--- src/hw/rtl/tcdf_pkg.sv ---
// ----------------------------------------------------------------------------
// tcdf_pkg
// Types and constants shared by the triangular CDF block.
// ----------------------------------------------------------------------------
package tcdf_pkg;

    localparam int DATA_W   = 32;
    localparam int PROD_W   = 2 * DATA_W;
    localparam int POS_W    = $clog2(PROD_W);
    localparam int FRAC_W   = 30;
    localparam int LOG_FRAC = 24;
    localparam int MANT_W   = 32;
    localparam int LOGV_W   = POS_W + LOG_FRAC;

    localparam logic [29:0] LN2_Q30 = 30'd744261118;
    localparam logic [31:0] ONE_Q30 = 32'h4000_0000;
    localparam logic [31:0] LOG_NEG = 32'h8000_0000;

    localparam logic [1:0] REG_LOWER_TAIL = 2'd0;
    localparam logic [1:0] REG_LOG_OUT    = 2'd1;

    typedef enum logic [2:0] {
        CLS_INV,
        CLS_ZERO,
        CLS_RISE,
        CLS_FALL,
        CLS_ONE
    } t_cls;

    typedef struct packed {
        logic signed [DATA_W-1:0] quantile;
        logic signed [DATA_W-1:0] lower_bound;
        logic signed [DATA_W-1:0] upper_bound;
        logic signed [DATA_W-1:0] peak;
    } t_in_word;

    typedef struct packed {
        logic signed [31:0] value;
        logic               invalid;
        logic               minus_infinity;
    } t_out_word;

    typedef struct packed {
        t_cls              cls;
        logic [DATA_W-1:0] delta;
        logic [DATA_W-1:0] span1;
        logic [DATA_W-1:0] span2;
    } t_cmd;

    typedef struct packed {
        logic left_tail;
        logic log_out;
    } t_cfg;

    function automatic logic [POS_W-1:0] lead_pos(input logic [PROD_W-1:0] x);
        logic [POS_W-1:0] p;
        p = '0;
        for (int i = 0; i < PROD_W; i++) begin
            if (x[i]) begin
                p = POS_W'(i);
            end
        end
        return p;
    endfunction

    function automatic logic [MANT_W-1:0] norm_mant(input logic [PROD_W-1:0] x,
                                                   input logic [POS_W-1:0] e);
        logic [PROD_W-1:0] s;
        s = x << (POS_W'(PROD_W - 1) - e);
        return s[PROD_W-1 -: MANT_W];
    endfunction

endpackage

--- src/hw/rtl/tcdf_queue.sv ---
// ----------------------------------------------------------------------------
// tcdf_queue
// Two-entry queue between the classifying front and the arithmetic back.
// ----------------------------------------------------------------------------
module tcdf_queue (
    input  logic           i_clk,
    input  logic           i_rst_n,
    input  logic           i_push,
    output logic           o_ready,
    input  tcdf_pkg::t_cmd i_cmd,
    output logic           o_valid,
    input  logic           i_pop,
    output tcdf_pkg::t_cmd o_cmd
);
    import tcdf_pkg::*;

    t_cmd       r_mem [2];
    logic       r_wp;
    logic       r_rp;
    logic [1:0] r_cnt;
    logic       w_wr;
    logic       w_rd;

    assign o_ready = r_cnt != 2'd2;
    assign o_valid = r_cnt != 2'd0;
    assign o_cmd   = r_mem[r_rp];
    assign w_wr    = i_push && o_ready;
    assign w_rd    = i_pop && o_valid;

    always_ff @(posedge i_clk) begin
        if (!i_rst_n) begin
            r_wp  <= 1'b0;
            r_rp  <= 1'b0;
            r_cnt <= 2'd0;
        end else begin
            if (w_wr) begin
                r_wp <= !r_wp;
            end
            if (w_rd) begin
                r_rp <= !r_rp;
            end
            r_cnt <= r_cnt + 2'(w_wr) - 2'(w_rd);
        end
    end

    always_ff @(posedge i_clk) begin
        if (w_wr) begin
            r_mem[r_wp] <= i_cmd;
        end
    end

endmodule

--- config.mk ---
export PLATFORM = sky130hd
export DESIGN_NAME = tcdf_queue
export DESIGN_NICKNAME = d
export VERILOG_FILES = /design/src/hw/rtl/tcdf_pkg.sv /design/src/hw/rtl/tcdf_queue.sv
export SDC_FILE = /design/constraint.sdc
export NUM_CORES = 1
export LEC_CHECK = 0
export BUFFER_PORTS_ARGS = -buffer_cell sky130_fd_sc_hd__buf_2
export CAP_MARGIN = 30
export CORE_AREA = 4 4 130 157
export CTS_BUF_LIST = sky130_fd_sc_hd__clkbuf_4 sky130_fd_sc_hd__clkbuf_8
export DETAILED_ROUTE_END_ITERATION = 16
export DIE_AREA = 0 0 134 161
export PLACE_DENSITY = 0.74
export SYNTH_ARGS = -nofsm -noshare
export SYNTH_HDL_FRONTEND = slang
export SYNTH_SLANG_ARGS = --single-unit
--- constraint.sdc ---
create_clock -name i_clk -period 3.9 [get_ports i_clk]
set_input_delay 0.585 -clock i_clk [delete_from_list [all_inputs] [get_ports i_clk]]
set_output_delay 0.585 -clock i_clk [all_outputs]
set_load 0.02 [all_outputs]
==> flow_summary_export.csv <==
group,metric,value,unit
status,status,"finished clean",
critical_path,reg2reg_depth,3,
global_routing,grt_max_degree,60,
clocking,numCtsBuffers,30,
routing,drc_errors,0,
synth,synth_common_cells,"edfxtp_1, mux2_2, mux2_4",
power_and_ir_drop,power_per_cell_area,600,nW/µm²
global_routing,antenna_found_initial,1,
routing,avgRoutedWirePerCell,17.3,µm
synth,syn_nets,442,
timing,fin_setup_tns,0,ps
synth,synth.yosys.seq_area_share,81.3,%
final_layout,areaGrowthSynthToFinish,25.5,%
floorplan,initial_core_util,39.6,%
floorplan,core,18800,µm²
critical_path,r2r_start,"r_cnt[0]",
critical_path,rrSetupSlack,1690,ps
synth,synth.most_common_cell,"edfxtp_1",
synth,synth.area.top_cells,"edfxtp_1, mux2_2, mux2_4, dfxtp_1, buf_2",
synth,synth-seq-cells,203,
timing,final_hold_viol_count,0,
timing,maxSlewHeadroom,42.8,%
clocking,insertion_delay,530,ps
synth,synth_area,7440,µm²
synth,syn_avg_cell_area,22.0,µm²
timing,fin_crit_sh,72.3,%
placement,portBuffers,203,
floorplan,io_pins,204,
timing,worst_pin_slew,858,ps
critical_path,startpoint_type,"flop",
global_routing,grt_pass1_wl,22700,µm
critical_path,slowest_stage,"dfxtp_4",
floorplan,fp-row-count,55,
synth,synth_compound_area_share,0.589,%
final_layout,fill_cells,1565,
critical_path,critical_path.max_stage_delay,720,ps
clocking,htree_levels,1,
floorplan,die_width,134,µm
final_layout,num-nets-final,670,
timing,fmax,355,MHz
synth,yosys.area.top_type,"edfxtp_1",
power_and_ir_drop,peakVddDrop,0.000329,V
global_routing,grt.overflow.total,0,
floorplan,die-area,21600,µm²
clocking,tritoncts,"built",
routing,wl,14600,µm
clocking,clkSlewWorstSetupHoldPaths,60,ps
clocking,cts_root_buffer,"clkbuf_8",
synth,ys_types,25,
timing,holdWs,240,ps
critical_path,path_max_fanout,59,
hold_path,hp-class,"in2reg",
critical_path,cp_cell_sequence,"buf_12 > mux2_2 > buf_2",
placement,place_congestion,0.737,
synth,synth_cells,338,
synth,synthArstFlopShare,0,%
clocking,cts.sinks,203,
critical_path,endpoint,"o_cmd[67]",
routing,ant_nets,0,
synth,synth_edf_count,198,
synth,yosys.area_share.adder,0.168,%
synth,synth_top_area_share,80.0,%
hold_path,holdCritStartpoint,"i_cmd[85]",
final_layout,multiInputGateArea,1310,µm²
routing,drtIter0Drc,147,
timing,grt_setup_unrepaired,"false",
synth,synthFlopType,"edfxtp_1",
timing,clock_skew,12.4,ps
synth,synth-xor-area-share,0.118,%
routing,vias,3919,
power_and_ir_drop,p_leak,3.49,nW
clocking,cts_max_path_buffers,3,
routing,detail_route.first_pass.iterations,4,
synth,yosysWarnings,0,
final_layout,regArea,6050,µm²
timing,setup_violations,0,
final_layout,final_cells,846,
clocking,cts.repair.resized,0,
clocking,post-cts-setup-buffers,0,
timing,min_period,2820,ps
placement,dp_hpwl,9970,µm
critical_path,r2r_end,"r_mem[1][3]",
floorplan,die_y,161,µm
global_routing,grt.total_usage,13.2,%
global_routing,grt_pass1_vias,4432,
synth,synth-simple-area-share,1.23,%
synth,synth_top_family_by_area,"multiplexers",
final_layout,drive_above_1_share,60.8,%
run,max-cap-violations,0,
critical_path,cp-end-kind,"primary output",
placement,dp_cells,790,
routing,viasPerCell,4.63,
timing,slew_viol_final,0,
clocking,cts_hold_buf,0,
critical_path,worstSetupPathType,"reg2out",
critical_path,required,3310,ps
critical_path,arrival,2230,ps
synth,synthMuxAreaShare,15.5,%
-- layout by cell type, fill, tap and decap left out, types with 2 or more instances in the layout --
cell        n
mux2_4     10
clkbuf_8   31
clkinv_1   10
buf_2     203
edfxtp_1  198
o21ai_0     2
nor2_1      4
mux2_2     89
clkbuf_4   11
clkinv_2    3
buf_12      2
buf_4       2
dfxtp_1     4
-- cells by family after synthesis --
logic type	count (synthesis)
muxes	99
xor gates and xnor gates	1
DFF	203
AOI/OAI and AO/OA	6
and+or+nand+nor	15
buffers and inverters	13
adders and majority gates	1
-- report_power, final --
part / internal (mW) / switching (mW)
clock: 0.837 / 0.732
sequential: 2.65 / 0.104
combinational: 0.535 / 0.735
-- critical path, delay by kind of cell (launching register included) --
kind / cells / cell delay [ps]
flops: 1 / 720
buf+inv: 2 / 530
mux: 1 / 400
-- how the worst min path moves through the flow --
stage / endpoint / slack [ps] / cells past startpoint
6_report: r_mem[0][85] / 240 / 1
5_1_grt: r_mem[1][49] / 190 / 1
3_5_place_dp: flop / 490 / 2
4_1_cts: r_mem[0][40] / 190 / 1
2_1_floorplan: flop / 470 / 2
3_3_place_gp: r_rp / 490 / 2
-- flip-flops by register name, indices dropped and copies added, names as in the netlist, named ones only --
signal / count
r_cnt: 2
r_mem: 198
r_rp: 1
r_wp: 1
-- final cells by class --
type | instances | area share [%]
clock inverters | 13 | 0.563
multi-input cells | 122 | 14.1
diodes | 1 | 0.0268
clock buffers | 42 | 5.46
well taps | 256 | 3.43
repair buffers | 207 | 11.5
flip-flops and latches | 203 | 64.8
inverters | 2 | 0.107
-- per-layer routing --
metal  track usage [%]  part of all wire [%]  vias up  routed length (µm)
li1                  -                     -     1810                   -
met5                 0                 0.089        -                  13
met3              3.96                   7.9       29                1150
met2              24.1                    53      154                7730
met4              4.30                   1.8        2                 270
met1              14.7                    37     1924                5440
-- through the flow --
stage	utilization, %	setup slack, ps	power (mW)	instance area, µm²
floorplan	-	368	3.68	7440
global placement	46.7	1570	4.06	8760
detailed placement	46.7	1500	4.10	8760
CTS	49.6	997	5.69	9330
global route	49.6	948	5.87	9330
finish	49.7	1080	5.59	9330
(Power assumes the default switching activity.)
