## config.mk

```make
export PLATFORM = sky130hd
export DESIGN_NAME = tcdf_front
export DESIGN_NICKNAME = d
export VERILOG_FILES = /design/src/hw/rtl/tcdf_pkg.sv /design/src/hw/rtl/tcdf_front.sv
export SDC_FILE = /design/constraint.sdc
export NUM_CORES = 1
export LEC_CHECK = 0
export BUFFER_PORTS_ARGS = -buffer_cell sky130_fd_sc_hd__buf_4
export CAP_MARGIN = 30
export CORE_ASPECT_RATIO = 0.5
export CORE_MARGIN = 2
export CORE_UTILIZATION = 37
export CTS_CLUSTER_SIZE = 24
export DETAILED_ROUTE_END_ITERATION = 10
export PLACE_DENSITY = 0.68
export SLEW_MARGIN = 25
export SYNTH_ARGS = -nofsm -noshare
export SYNTH_HDL_FRONTEND = slang
export SYNTH_SLANG_ARGS = --single-unit
```

## constraint.sdc

```tcl
create_clock -name i_clk -period 4.01 [get_ports i_clk]
set_input_delay 0.802 -clock i_clk [delete_from_list [all_inputs] [get_ports i_clk]]
set_output_delay 0.802 -clock i_clk [all_outputs]
set_load 0.02 [all_outputs]
```

## src/hw/rtl/tcdf_pkg.sv

```systemverilog
// ----------------------------------------------------------------------------
// tcdf_pkg
// Types and constants shared by the triangular CDF block.
// ----------------------------------------------------------------------------
package tcdf_pkg;

    localparam int DATA_W   = 32;
    localparam int PROD_W   = 2 * DATA_W;
    localparam int POS_W    = $clog2(PROD_W);
    localparam int FRAC_W   = 30;
    localparam int LOG_FRAC = 24;
    localparam int MANT_W   = 32;
    localparam int LOGV_W   = POS_W + LOG_FRAC;

    localparam logic [29:0] LN2_Q30 = 30'd744261118;
    localparam logic [31:0] ONE_Q30 = 32'h4000_0000;
    localparam logic [31:0] LOG_NEG = 32'h8000_0000;

    localparam logic [1:0] REG_LOWER_TAIL = 2'd0;
    localparam logic [1:0] REG_LOG_OUT    = 2'd1;

    typedef enum logic [2:0] {
        CLS_INV,
        CLS_ZERO,
        CLS_RISE,
        CLS_FALL,
        CLS_ONE
    } t_cls;

    typedef struct packed {
        logic signed [DATA_W-1:0] quantile;
        logic signed [DATA_W-1:0] lower_bound;
        logic signed [DATA_W-1:0] upper_bound;
        logic signed [DATA_W-1:0] peak;
    } t_in_word;

    typedef struct packed {
        logic signed [31:0] value;
        logic               invalid;
        logic               minus_infinity;
    } t_out_word;

    typedef struct packed {
        t_cls              cls;
        logic [DATA_W-1:0] delta;
        logic [DATA_W-1:0] span1;
        logic [DATA_W-1:0] span2;
    } t_cmd;

    typedef struct packed {
        logic left_tail;
        logic log_out;
    } t_cfg;

    function automatic logic [POS_W-1:0] lead_pos(input logic [PROD_W-1:0] x);
        logic [POS_W-1:0] p;
        p = '0;
        for (int i = 0; i < PROD_W; i++) begin
            if (x[i]) begin
                p = POS_W'(i);
            end
        end
        return p;
    endfunction

    function automatic logic [MANT_W-1:0] norm_mant(input logic [PROD_W-1:0] x,
                                                   input logic [POS_W-1:0] e);
        logic [PROD_W-1:0] s;
        s = x << (POS_W'(PROD_W - 1) - e);
        return s[PROD_W-1 -: MANT_W];
    endfunction

endpackage

```

## src/hw/rtl/tcdf_front.sv

```systemverilog
// ----------------------------------------------------------------------------
// tcdf_front
// Checks the bounds, picks the side of the peak and forms the distances.
// ----------------------------------------------------------------------------
module tcdf_front (
    input  logic              i_clk,
    input  logic              i_rst_n,
    input  logic              i_valid,
    output logic              o_ready,
    input  tcdf_pkg::t_in_word i_word,
    output logic              o_valid,
    input  logic              i_ready,
    output tcdf_pkg::t_cmd    o_cmd
);
    import tcdf_pkg::*;

    logic r_valid;
    t_cmd r_cmd;
    t_cmd n_cmd;
    logic signed [DATA_W:0] w_q, w_a, w_b, w_c;

    assign o_ready = !r_valid || i_ready;
    assign o_valid = r_valid;
    assign o_cmd   = r_cmd;

    always_comb begin
        w_q = {i_word.quantile[DATA_W-1], i_word.quantile};
        w_a = {i_word.lower_bound[DATA_W-1], i_word.lower_bound};
        w_b = {i_word.upper_bound[DATA_W-1], i_word.upper_bound};
        w_c = {i_word.peak[DATA_W-1], i_word.peak};
        n_cmd.span1 = DATA_W'(w_b - w_a);
        n_cmd.delta = '0;
        n_cmd.span2 = '0;
        priority if (w_a >= w_b || w_c > w_b || w_a > w_c) begin
            n_cmd.cls = CLS_INV;
        end else if (w_q <= w_a) begin
            n_cmd.cls = CLS_ZERO;
        end else if (w_q <= w_c) begin
            n_cmd.cls   = CLS_RISE;
            n_cmd.delta = DATA_W'(w_q - w_a);
            n_cmd.span2 = DATA_W'(w_c - w_a);
        end else if (w_q < w_b) begin
            n_cmd.cls   = CLS_FALL;
            n_cmd.delta = DATA_W'(w_b - w_q);
            n_cmd.span2 = DATA_W'(w_b - w_c);
        end else begin
            n_cmd.cls = CLS_ONE;
        end
    end

    always_ff @(posedge i_clk) begin
        if (!i_rst_n) begin
            r_valid <= 1'b0;
        end else if (o_ready) begin
            r_valid <= i_valid;
        end
    end

    always_ff @(posedge i_clk) begin
        if (o_ready && i_valid) begin
            r_cmd <= n_cmd;
        end
    end

endmodule

```

==> impl_metrics.env <==
export IMPL_die_area_sq_um=36700
export IMPL_drive_gt1_frac=0.204
export IMPL_ant_nets=0
export IMPL_r2r_cells=3
export IMPL_worstPathRequired_ns=4.16
export IMPL_syn_area_sq_um=13000
export IMPL_worst_pin_slew_ns=0.728
export IMPL_finalCriticalPeriod_ns=3.73
export IMPL_drt_total_wl_um=45200
export IMPL_synth_compound_area_frac=0.271
export IMPL_tns_ns=0
export IMPL_endpoint_kind="flop"
export IMPL_synth_area_leaders="edfxtp_1 23%, ha_1 18%, xnor2_1 5.7%"
export IMPL_post_dp_cell_area_sq_um=15900
export IMPL_htreeDepth=3
export IMPL_cts_path_max_buffers=2
export IMPL_fin_ws_ns=0.284
export IMPL_synth_edf_count=99
export IMPL_hold_viol=0
export IMPL_post_cts_setup_buffer_count=0
export IMPL_grt_pass1_vias=12000
export IMPL_cp_max_fo=4
export IMPL_design_area_sq_um=16200
export IMPL_leakage_nw=7.54
export IMPL_port_buffers=232
export IMPL_whs_ns=0.548
export IMPL_yosys_area_top_type="edfxtp_1"
export IMPL_drc_errors=0
export IMPL_crit_path_start="i_word[0]"
export IMPL_fin_nets=2172
export IMPL_hp_start="o_valid"
export IMPL_grt_max_degree=36
export IMPL_dr_pass1_iters=5
export IMPL_post_route_period_util=0.929
export IMPL_syn_nets=1877
export IMPL_gp_congestion=0.945
export IMPL_cp_arrival_ns=3.87
export IMPL_avgSynthCellArea_sq_um=8.39
export IMPL_ctsRootBufferMaster="clkbuf_16"
export IMPL_initial_core_util=0.376
export IMPL_synth_top_family_by_area="compound AO/OA/AOI/OAI gates"
export IMPL_tritoncts="yes"
export IMPL_setup_worst_path_start_class="input pin"
export IMPL_grt_pass1_wl_um=66800
export IMPL_yosys_area_share_simple=0.161
export IMPL_ir_drop_mv=0.244
export IMPL_ys_ff_latch=100
export IMPL_grt_overflow=0
export IMPL_avgRoutedWirePerCell_um=19.5
export IMPL_die_y_um=137
export IMPL_run_status="complete, no violations"
export IMPL_holdBufCountCts=0
export IMPL_rr_startpoint="o_valid"
export IMPL_clk_latency_ns=0.39
export IMPL_maxCapViolations=0
export IMPL_fin_skew_ns=0.00656
export IMPL_cts_buffers=9
export IMPL_yosys_top_cells_count="192 x ha_1, 144 x nor2_1, 142 x inv_1, 139 x a21oi_1, 99 x edfxtp_1"
export IMPL_row_count=48
export IMPL_slew_headroom=0.508
export IMPL_drtIter0Drc=977
export IMPL_fp_dieW_um=269
export IMPL_cts_sinks=100
export IMPL_netlist_area_leader_share=0.229
export IMPL_synth_cell_types=89
export IMPL_vias=12900
export IMPL_syn_inst=1548
export IMPL_place_ws_ns=-0.0579
export IMPL_via_per_inst=5.54
export IMPL_async_flop_share=0
export IMPL_antenna_found_initial=0
export IMPL_min_path_type="reg -> reg"
export IMPL_yosysWarnings=0
export IMPL_path_class="in -> reg"
export IMPL_fmax_ghz=0.268
export IMPL_synth_mux_area_frac=0.00241
export IMPL_dpl_hpwl_um=37700
export IMPL_synth_xor_area_share=0.0897
export IMPL_num_antenna_cells=0
export IMPL_whs_path_depth=2
export IMPL_synth_most_common_cell="ha_1"
export IMPL_path_clk_slew_ns=0.08
export IMPL_area_delta_synth_final_pct=24.7
export IMPL_rsz0062_at_grt="false"
export IMPL_slew_violations=0
export IMPL_grt_usage=0.241
export IMPL_core_sq_um=34500
export IMPL_setup_violations=0
export IMPL_power_w=0.00481
export IMPL_ios=233
export IMPL_synth_seq_area_share=0.230
export IMPL_yosys_area_share_adder=0.193
export IMPL_p_per_area_nw_per_um2=297
export IMPL_synthFlopType="edfxtp_1"
-- state kept, by name (all words and copies together) (netlist names) --
name / cells
o_cmd: 99
o_valid: 1
-- logic make-up after synthesis --
family	after synthesis
multiplexers	3
flip-flops	100
buffers and inverters	177
adder cells (fa/ha/maj)	197
AND/OR/NAND/NOR	420
XOR/XNOR	133
AO/OA/AOI/OAI	518
-- area by class of cell --
cell class | count | area [sq um]
clock inverter | 7 | 63.8
timing repair buffer | 319 | 2470
tap | 475 | 594
sequential | 100 | 2990
clock buffer | 9 | 225
inverter | 142 | 533
fill | 3406 | 18300
multi-input combinational | 1271 | 9320
-- critical path, stage by stage --
cell,delay (ns)
buf_4,0.12
inv_1,0.05
ha_1,0.16
inv_1,0.05
fa_1,0.39
a21oi_1,0.24
o2bb2ai_1,0.15
o41a_2,0.44
a21boi_0,0.26
o31a_2,0.24
o31ai_1,0.11
a31oi_1,0.33
o221ai_1,0.20
xor2_1,0.18
o2bb2ai_1,0.13
-- per-layer routing --
metal	share of wire	routed length, um	track usage	up-vias
met1	0.45	20200	0.318	6043
met2	0.47	21200	0.398	374
met5	0	0	0	-
met3	0.046	2080	0.0326	88
li1	-	-	-	6356
met4	0.040	1800	0.104	0
-- path summary, 6_finish.rpt --
| path | end | slack (ns) |
|---|---|---|
| setup / recovery | o_cmd[28] | 0.28 |
| hold / removal | o_valid | 0.55 |
| setup reg to reg | o_cmd[4] | 2.31 |
| hold reg to reg | o_valid | 0.55 |
-- report_power, final --
part           switching [W]  internal, W
clock               0.000488     0.000439
sequential         0.0000363      0.00129
combinational        0.00146      0.00109
total                0.00199      0.00282
-- per-stage QoR --
stage | utilization | cells
final | 0.469 | 2323
after floorplan | - | 1548
after global routing | 0.469 | 2323
after detailed placement | 0.461 | 2307
after global placement | 0.461 | 2307
after CTS | 0.469 | 2323
-- what timing repair did --
item,CTS,global route
resized for setup,0,1
setup endpoints to repair,0,1
hold endpoints to repair,0,0
-- cell usage in the layout, fill, tap and decap left out, types with 18 or more instances in the layout --
cell / netlist / layout
a22oi_1: 44 / 44
ha_1: 192 / 192
nand4_1: 38 / 38
o21a_1: 27 / 27
xor2_1: 49 / 49
xnor2_1: 84 / 84
a21oi_1: 139 / 139
o21ai_0: 79 / 79
o21bai_1: 18 / 18
nand3_1: 31 / 31
nor2_1: 144 / 144
nor2b_1: 20 / 20
a21o_1: 74 / 74
nand2_1: 77 / 76
inv_1: 142 / 142
nor3_1: 19 / 19
a31oi_1: 21 / 21
edfxtp_1: 99 / 99
buf_4: 0 / 313
No activity file was read; power rests on OpenSTA's default activity.
